===== config.mk =====
export PLATFORM = sky130hd
export DESIGN_NAME = indexed_ordered_list_unit
export DESIGN_NICKNAME = d
export VERILOG_FILES = /design/src/iol_pkg.sv /design/src/iol_datapath.sv /design/src/iol_ctrl.sv /design/src/indexed_ordered_list_unit.sv
export SDC_FILE = /design/constraint.sdc
export NUM_CORES = 2
export LEC_CHECK = 0
export BUFFER_PORTS_ARGS = -buffer_cell sky130_fd_sc_hd__buf_2
export CAP_MARGIN = 40
export CORE_MARGIN = 2
export CORE_UTILIZATION = 40
export DETAILED_ROUTE_END_ITERATION = 6
export PLACE_DENSITY = 0.54
export SLEW_MARGIN = 20
export SYNTH_ARGS = -nofsm -noshare
export SYNTH_HDL_FRONTEND = slang
export SYNTH_SLANG_ARGS = --single-unit

===== constraint.sdc =====
create_clock -name clk -period 7.5 [get_ports clk]
set_clock_uncertainty 0.15 [all_clocks]
set_input_delay 1.125 -clock clk [delete_from_list [all_inputs] [get_ports clk]]
set_output_delay 1.125 -clock clk [all_outputs]
set_load 0.05 [all_outputs]

===== src/iol_pkg.sv =====
// Shared types, codes and constants for the indexed ordered list unit.
package iol_pkg;

  // Field widths fixed by the interface.
  localparam int CMD_W   = 2;
  localparam int POS_W   = 7;
  localparam int DATA_W  = 32;
  localparam int STAT_W  = 2;
  localparam int COUNT_W = 7;

  // Default number of list entries.
  localparam int CAPACITY_DEF = 64;

  // Command codes.
  localparam logic [CMD_W-1:0] CMD_INSERT = 2'd0;
  localparam logic [CMD_W-1:0] CMD_READ   = 2'd1;
  localparam logic [CMD_W-1:0] CMD_REMOVE = 2'd2;

  // Status codes.
  localparam logic [STAT_W-1:0] ST_OK      = 2'd0;
  localparam logic [STAT_W-1:0] ST_INVALID = 2'd1;
  localparam logic [STAT_W-1:0] ST_FULL    = 2'd2;

  // Result data selection.
  localparam logic [1:0] DSEL_ZERO  = 2'd0;
  localparam logic [1:0] DSEL_ONES  = 2'd1;
  localparam logic [1:0] DSEL_RDATA = 2'd2;

  // Commands from the controller to the datapath.
  typedef struct packed {
    logic              load;          // capture the request word
    logic              cur_init_top;  // cursor to the last entry
    logic              cur_init_pos1; // cursor to the entry after position
    logic              step;          // read at cursor, move one entry, advance
    logic              dir_up;        // shift direction for step
    logic              rd_pos;        // read the entry at position
    logic              put;           // write the new value at position
    logic              cnt_inc;
    logic              cnt_dec;
    logic              emit;          // register a result word
    logic [STAT_W-1:0] emit_status;
    logic [1:0]        emit_dsel;
  } iol_ctl_t;

  // Status from the datapath to the controller.
  typedef struct packed {
    logic [CMD_W-1:0] cmd;
    logic             pos_gt_count;
    logic             pos_lt_count;
    logic             pos_eq_count;
    logic             pos_is_last;
    logic             full;
    logic             cur_at_pos;
    logic             cur_at_last;
  } iol_sts_t;

endpackage


===== src/iol_datapath.sv =====
// Datapath of the list unit: request registers, entry memory, count, cursor and result.
module iol_datapath import iol_pkg::*; #(
  parameter int CAPACITY = CAPACITY_DEF
) (
  input  logic                     clk,
  input  logic                     rst,
  input  logic [CMD_W-1:0]         command,
  input  logic [POS_W-1:0]         position,
  input  logic signed [DATA_W-1:0] data_in,
  input  iol_ctl_t                 ctl,
  output iol_sts_t                 sts,
  output logic                     done,
  output logic [STAT_W-1:0]        status,
  output logic signed [DATA_W-1:0] data_out,
  output logic [COUNT_W-1:0]       entry_count
);

  localparam int AW = (CAPACITY > 1) ? $clog2(CAPACITY) : 1;
  localparam int CW = $clog2(CAPACITY + 1);
  localparam int MW = (CW > POS_W) ? CW : POS_W;

  logic [CMD_W-1:0]  cmd_q;
  logic [POS_W-1:0]  pos_q;
  logic [DATA_W-1:0] val_q;
  logic [CW-1:0]     count;
  logic [CW-1:0]     count_next;
  logic [CW-1:0]     count_m1;
  logic [AW-1:0]     cur;
  logic              pend;
  logic [AW-1:0]     pend_addr;
  logic [DATA_W-1:0] mem [CAPACITY];
  logic [DATA_W-1:0] rdata;
  logic [AW-1:0]     raddr;
  logic              we;
  logic [AW-1:0]     waddr;
  logic [DATA_W-1:0] wdata;
  logic [MW-1:0]     pos_ext;
  logic [MW-1:0]     pos_p1;
  logic [MW-1:0]     count_ext;
  logic [MW-1:0]     cur_ext;

  // Request word, captured when the controller accepts it.
  always_ff @(posedge clk) begin
    if (ctl.load) begin
      cmd_q <= command;
      pos_q <= position;
      val_q <= data_in;
    end
  end

  // Position, count and cursor compares for the controller.
  assign pos_ext   = MW'(pos_q);
  assign pos_p1    = pos_ext + MW'(1);
  assign count_ext = MW'(count);
  assign cur_ext   = MW'(cur);
  assign count_m1  = count - CW'(1);

  always_comb begin
    sts.cmd          = cmd_q;
    sts.pos_gt_count = pos_ext > count_ext;
    sts.pos_lt_count = pos_ext < count_ext;
    sts.pos_eq_count = pos_ext == count_ext;
    sts.pos_is_last  = pos_p1 == count_ext;
    sts.full         = count == CW'(CAPACITY);
    sts.cur_at_pos   = cur_ext == pos_ext;
    sts.cur_at_last  = (cur_ext + MW'(1)) == count_ext;
  end

  // Shift cursor walks the entries that move.
  always_ff @(posedge clk) begin
    if (ctl.cur_init_top) begin
      cur <= count_m1[AW-1:0];
    end else if (ctl.cur_init_pos1) begin
      cur <= pos_p1[AW-1:0];
    end else if (ctl.step) begin
      cur <= ctl.dir_up ? cur - AW'(1) : cur + AW'(1);
    end
  end

  // A step reads one entry now and writes it one place over in the next cycle.
  always_ff @(posedge clk) begin
    if (rst) begin
      pend <= 1'b0;
    end else begin
      pend <= ctl.step;
    end
  end

  always_ff @(posedge clk) begin
    if (ctl.step) begin
      pend_addr <= ctl.dir_up ? cur + AW'(1) : cur - AW'(1);
    end
  end

  // Entry memory: one write port, one registered read port.
  assign raddr = ctl.rd_pos ? pos_ext[AW-1:0] : cur;
  assign we    = pend | ctl.put;
  assign waddr = pend ? pend_addr : pos_ext[AW-1:0];
  assign wdata = pend ? rdata : val_q;

  always_ff @(posedge clk) begin
    if (we) begin
      mem[waddr] <= wdata;
    end
    rdata <= mem[raddr];
  end

  // Number of entries held.
  always_comb begin
    priority if (ctl.cnt_inc) begin
      count_next = count + CW'(1);
    end else if (ctl.cnt_dec) begin
      count_next = count_m1;
    end else begin
      count_next = count;
    end
  end

  always_ff @(posedge clk) begin
    if (rst) begin
      count <= '0;
    end else begin
      count <= count_next;
    end
  end

  // Result word, shown for one cycle after the controller emits it.
  always_ff @(posedge clk) begin
    if (rst) begin
      done <= 1'b0;
    end else begin
      done <= ctl.emit;
    end
  end

  always_ff @(posedge clk) begin
    if (ctl.emit) begin
      status      <= ctl.emit_status;
      entry_count <= COUNT_W'(count_next);
      unique case (ctl.emit_dsel)
        DSEL_ONES:  data_out <= '1;
        DSEL_RDATA: data_out <= rdata;
        default:    data_out <= '0;
      endcase
    end
  end

endmodule


===== src/iol_ctrl.sv =====
// Controller state machine of the list unit: decides each request and sequences shifts.
module iol_ctrl import iol_pkg::*; (
  input  logic     clk,
  input  logic     rst,
  input  logic     start,
  input  iol_sts_t sts,
  output logic     busy,
  output iol_ctl_t ctl
);

  localparam logic [2:0] S_IDLE  = 3'd0;
  localparam logic [2:0] S_EVAL  = 3'd1;
  localparam logic [2:0] S_UP    = 3'd2;
  localparam logic [2:0] S_DOWN  = 3'd3;
  localparam logic [2:0] S_DRAIN = 3'd4;
  localparam logic [2:0] S_PUT   = 3'd5;
  localparam logic [2:0] S_RD    = 3'd6;

  logic [2:0] state;
  logic [2:0] state_next;

  assign busy = state != S_IDLE;

  always_ff @(posedge clk) begin
    if (rst) begin
      state <= S_IDLE;
    end else begin
      state <= state_next;
    end
  end

  // Next state and datapath commands.
  always_comb begin
    state_next      = state;
    ctl             = '0;
    ctl.emit_status = ST_OK;
    ctl.emit_dsel   = DSEL_ZERO;
    unique case (state)
      S_IDLE: begin
        if (start) begin
          ctl.load   = 1'b1;
          state_next = S_EVAL;
        end
      end
      S_EVAL: begin
        priority if (sts.cmd == CMD_INSERT) begin
          priority if (sts.pos_gt_count) begin
            ctl.emit        = 1'b1;
            ctl.emit_status = ST_INVALID;
            state_next      = S_IDLE;
          end else if (sts.full) begin
            ctl.emit        = 1'b1;
            ctl.emit_status = ST_FULL;
            state_next      = S_IDLE;
          end else if (sts.pos_eq_count) begin
            state_next = S_PUT;
          end else begin
            ctl.cur_init_top = 1'b1;
            state_next       = S_UP;
          end
        end else if (sts.cmd == CMD_READ) begin
          if (sts.pos_lt_count) begin
            ctl.rd_pos = 1'b1;
            state_next = S_RD;
          end else begin
            ctl.emit        = 1'b1;
            ctl.emit_status = ST_INVALID;
            ctl.emit_dsel   = DSEL_ONES;
            state_next      = S_IDLE;
          end
        end else if (sts.cmd == CMD_REMOVE) begin
          priority if (!sts.pos_lt_count) begin
            ctl.emit        = 1'b1;
            ctl.emit_status = ST_INVALID;
            state_next      = S_IDLE;
          end else if (sts.pos_is_last) begin
            ctl.cnt_dec = 1'b1;
            ctl.emit    = 1'b1;
            state_next  = S_IDLE;
          end else begin
            ctl.cur_init_pos1 = 1'b1;
            state_next        = S_DOWN;
          end
        end else begin
          ctl.emit        = 1'b1;
          ctl.emit_status = ST_INVALID;
          state_next      = S_IDLE;
        end
      end
      // Move entries up one place, from the last entry down to position.
      S_UP: begin
        ctl.step   = 1'b1;
        ctl.dir_up = 1'b1;
        if (sts.cur_at_pos) begin
          state_next = S_DRAIN;
        end
      end
      // Move entries down one place, from after position up to the last entry.
      S_DOWN: begin
        ctl.step = 1'b1;
        if (sts.cur_at_last) begin
          state_next = S_DRAIN;
        end
      end
      // The last moved entry is written in this cycle.
      S_DRAIN: begin
        if (sts.cmd == CMD_INSERT) begin
          state_next = S_PUT;
        end else begin
          ctl.cnt_dec = 1'b1;
          ctl.emit    = 1'b1;
          state_next  = S_IDLE;
        end
      end
      S_PUT: begin
        ctl.put     = 1'b1;
        ctl.cnt_inc = 1'b1;
        ctl.emit    = 1'b1;
        state_next  = S_IDLE;
      end
      S_RD: begin
        ctl.emit      = 1'b1;
        ctl.emit_dsel = DSEL_RDATA;
        state_next    = S_IDLE;
      end
      default: begin
        state_next = S_IDLE;
      end
    endcase
  end

endmodule


===== src/indexed_ordered_list_unit.sv =====
// Top level of the indexed ordered list unit: controller plus datapath.
// A word is taken when start is high and busy is low; done marks each result for one cycle.
// done follows the evaluate state for bad requests, full inserts and removes of the last
// entry, read or put for reads and end inserts, drain for removes and put for inserts that
// shift entries, one entry per cycle; busy drops as done rises.
// Synchronous reset empties the list and clears done; entry contents are not cleared.
module indexed_ordered_list_unit import iol_pkg::*; #(
  parameter int CAPACITY = CAPACITY_DEF
) (
  input  logic                     clk,
  input  logic                     rst,
  input  logic                     start,
  output logic                     busy,
  input  logic [CMD_W-1:0]         command,
  input  logic [POS_W-1:0]         position,
  input  logic signed [DATA_W-1:0] data_in,
  output logic                     done,
  output logic [STAT_W-1:0]        status,
  output logic signed [DATA_W-1:0] data_out,
  output logic [COUNT_W-1:0]       entry_count
);

  iol_ctl_t ctl;
  iol_sts_t sts;

  iol_ctrl u_ctrl (
    .clk   (clk),
    .rst   (rst),
    .start (start),
    .sts   (sts),
    .busy  (busy),
    .ctl   (ctl)
  );

  iol_datapath #(
    .CAPACITY (CAPACITY)
  ) u_datapath (
    .clk         (clk),
    .rst         (rst),
    .command     (command),
    .position    (position),
    .data_in     (data_in),
    .ctl         (ctl),
    .sts         (sts),
    .done        (done),
    .status      (status),
    .data_out    (data_out),
    .entry_count (entry_count)
  );

endmodule


==> flow_summary_export.csv <==
group,metric,value,unit
global_routing,grt_pass1_vias,53000,
critical_path,endpoint_kind,"flop",
placed_design,hpwlAfterDp,171000,microns
routing,vias,56200,
floorplanning,design.portCount,87,
sta,period_minus_slack,5660,ps
routing,ant_nets,0,
placed_design,dpl_cell_area,0.0924,sq mm
yosys,synth_area_per_cell,13.8,sq um
global_routing,global_route.usage.met1,0.359,
sta,worst_slew_pin_slew,954,ps
sta,finalMaxSlewViolations,0,
floorplanning,start_util,0.402,
power,power.density,297,mW/mm^2
sta,finalHoldViolCount,0,
clocking,htree_levels,4,
routing,drc_errors,0,
yosys,yosysSeqAreaShare,0.748,
global_routing,grt_use_met2,0.411,
clocking,postCtsSetupBuffers,0,
global_routing,grt_use_met3,0.0516,
critical_path,worst_setup_path_start_kind,"flop",
clocking,cts.path.max_buffers,3,
clocking,clock_latency,900,ps
critical_path,path_common_cell,"a21oi_1",
yosys,synthesis.nets,6385,
clocking,cts_made_buffers,221,
clocking,path_clk_slew,60,ps
critical_path,critPathKind,"reg -> reg",
yosys,ys_types,65,
critical_path,cp_top_family,"compound AO/OA/AOI/OAI gates",
clocking,cts_root_buf,"clkbuf_16",
sta,max_freq,177,MHz
placed_design,port_buffers,86,
critical_path,crit_path_top_delay_cell,"edfxtp_1",
job,cap_violations,0,
yosys,synth-seq-cells,2186,
routing,routed_wl,294000,microns
yosys,yosysWarningCount,0,
sta,rsz0062_at_grt,"no",
floorplanning,row_count,171,
power,ir_drop,293,uV
critical_path,path_max_fanout,55,
global_routing,antenna_found_initial,15,
run_status,status,"complete, no violations",
sta,relSlewSlack,0.364,
critical_path,critical_path.cell_chain,"ha_1, a21oi_1, a21oi_1, o31ai_2, and2_4, buf_16, buf_12, buf_4, mux2i_1, o221ai_1, a31oi_1, nor2_1, a311oi_2, o32ai_1",
yosys,synth_edf_count,2142,
clocking,postCtsHoldBufs,0,
global_routing,grt_use_total,0.260,
sta,fin_setup_tns,0,ps
power,power_leakage,33.7,nW
global_routing,grt-ovfl-total,0,
finish,area_growth,14.3,%
clocking,cts_resized,0,
finish,drive_above_1_share,0.120,
finish,design_area,0.0996,sq mm
critical_path,critPathBufInv,3,
floorplanning,die_x,471,microns
routing,dr.pass1.iters,5,
clocking,cts_sinks,2186,
sta,fin_crit_sh,0.755,
sta,final-setup-viol-count,0,
floorplanning,die-area,0.222,sq mm
yosys,synth_ff_type,"edfxtp_1",
finish,finalNetCount,6539,
yosys,synth_area,0.0871,sq mm
global_routing,grt_pass1_wl,411000,microns
floorplanning,core,0.217,sq mm
routing,post_drt_wl_per_cell,30.8,microns
floorplanning,fp.dieH,471,microns
critical_path,critPathRequiredTime,8060,ps
global_routing,grt.busiest_layer,"met2",
placed_design,routabilityCongestion,0.880,
yosys,syn_inst,6326,
clocking,cts_tree,"yes",
critical_path,slowest_delay,750,ps
routing,drtIter0Drc,7870,
routing,vias_per_cell,5.89,
yosys,async_flop_share,0,
global_routing,grt_start_max_net_pins,116,
critical_path,critPathArrivalTime,6220,ps
hold_path,hp-class,"in -> reg",
==> through the flow <==
stage	setup WS (ps)	util	std cells	total power, W	hold slack, ps
floorplan	1840	-	6326	0.0167	381
global placement	1160	0.424	9075	0.0187	494
detailed placement	1940	0.426	9104	0.0188	501
CTS	1890	0.459	9518	0.0296	205
global route	1710	0.460	9528	0.0304	229
finish	1840	0.460	9531	0.0296	253
==> state kept, by name (all words and copies together) (netlist names), 7 cells and up <==
register                flops
u_datapath.entry_count      7
u_datapath.pos_ext          7
u_datapath.val_q           32
u_datapath.data_out        32
u_datapath.mem           2048
u_datapath.count            7
u_datapath.rdata           32
==> worst paths after layout <==
path                                             from                    to  slack, ps  cells past startpoint
worst min-delay path                      data_in[31]  u_datapath.val_q[31]        250                      1
worst max register to register  u_datapath.pos_ext[2]   u_datapath.rdata[3]       1840                     14
worst min register to register    u_datapath.count[5]   u_datapath.count[5]        530                      2
worst max-delay path            u_datapath.pos_ext[2]   u_datapath.rdata[3]       1840                     14
==> where the power goes <==
group	switching, W	internal (W)
Combinational	0.00327	0.00108
Clock	0.00472	0.00619
Sequential	0.000338	0.0140
Total	0.00833	0.0212
==> layer usage <==
layer  up-vias  share of wire
met5         -        0.00012
met4         6          0.032
met3       443          0.094
met2      2893           0.46
met1     28800           0.41
li1      24000              -
==> layout make-up <==
type | count | area [sq um]
clock buffer | 306 | 6040
clock inverter | 108 | 1040
multi-input combinational | 3709 | 20700
inverter | 22 | 82.6
fill | 18900 | 117000
sequential | 2186 | 65200
antenna | 6 | 15.0
tap | 2854 | 3570
timing repair buffer | 340 | 2920
==> Yosys cell counts (all sizes together), types with 10 or more instances <==
cell type / number / area, sq um
nor3: 117 / 586
a22oi: 18 / 135
a2111oi: 17 / 149
a21oi: 344 / 1720
nor2b: 10 / 62.6
nand2: 1570 / 5890
o22ai: 66 / 413
nor2: 152 / 571
and3: 71 / 444
a211oi: 22 / 165
inv: 22 / 82.6
buf: 244 / 1280
o221ai: 112 / 981
ha: 15 / 188
xnor2: 28 / 245
dfxtp: 44 / 881
a31oi: 66 / 413
nand4: 45 / 282
o21ai: 65 / 325
clkbuf: 165 / 619
nand3: 468 / 2350
mux2i: 292 / 2920
a311oi: 55 / 482
edfxtp: 2142 / 64300
xor2: 10 / 87.6
mux2: 39 / 439
==> layout by cell type (no fill, tap or decap), types with 9 or more instances in the layout <==
master and n:
xnor2_1 28, nand2b_1 9, a311oi_1 53, mux2_4 9, nor2_1 83, edfxtp_1 2142
nand4_1 45, mux2i_1 286, o21ai_1 11, o22ai_1 64, clkbuf_8 17, dfxtp_1 43
a22oi_1 17, ha_1 14, a31oi_1 65, mux2_2 26, clkbuf_16 222, nor2b_1 10
nor3_1 115, a21oi_1 344, o221ai_1 112, a2111oi_0 15, buf_16 10, buf_2 88
o21ai_0 54, and3_1 71, clkinv_2 40, inv_1 22, xor2_1 10, buf_4 206
nor2_4 66, nand2_1 1568, nand3_1 467, buf_12 27, clkinv_1 35, a211oi_1 22
clkbuf_1 67, bufinv_16 17
==> logic make-up after synthesis <==
logic type                 after synthesis  share of synthesized area
and+or+nand+nor                       2475                      0.120
adders and majority gates               15                    0.00215
AOI/OAI and AO/OA                      847                     0.0633
DFF                                   2186                      0.748
buffers and inverters                  431                     0.0227
muxes                                  331                     0.0386
xor gates and xnor gates                41                    0.00460
No activity file was read; power rests on OpenSTA's default activity.
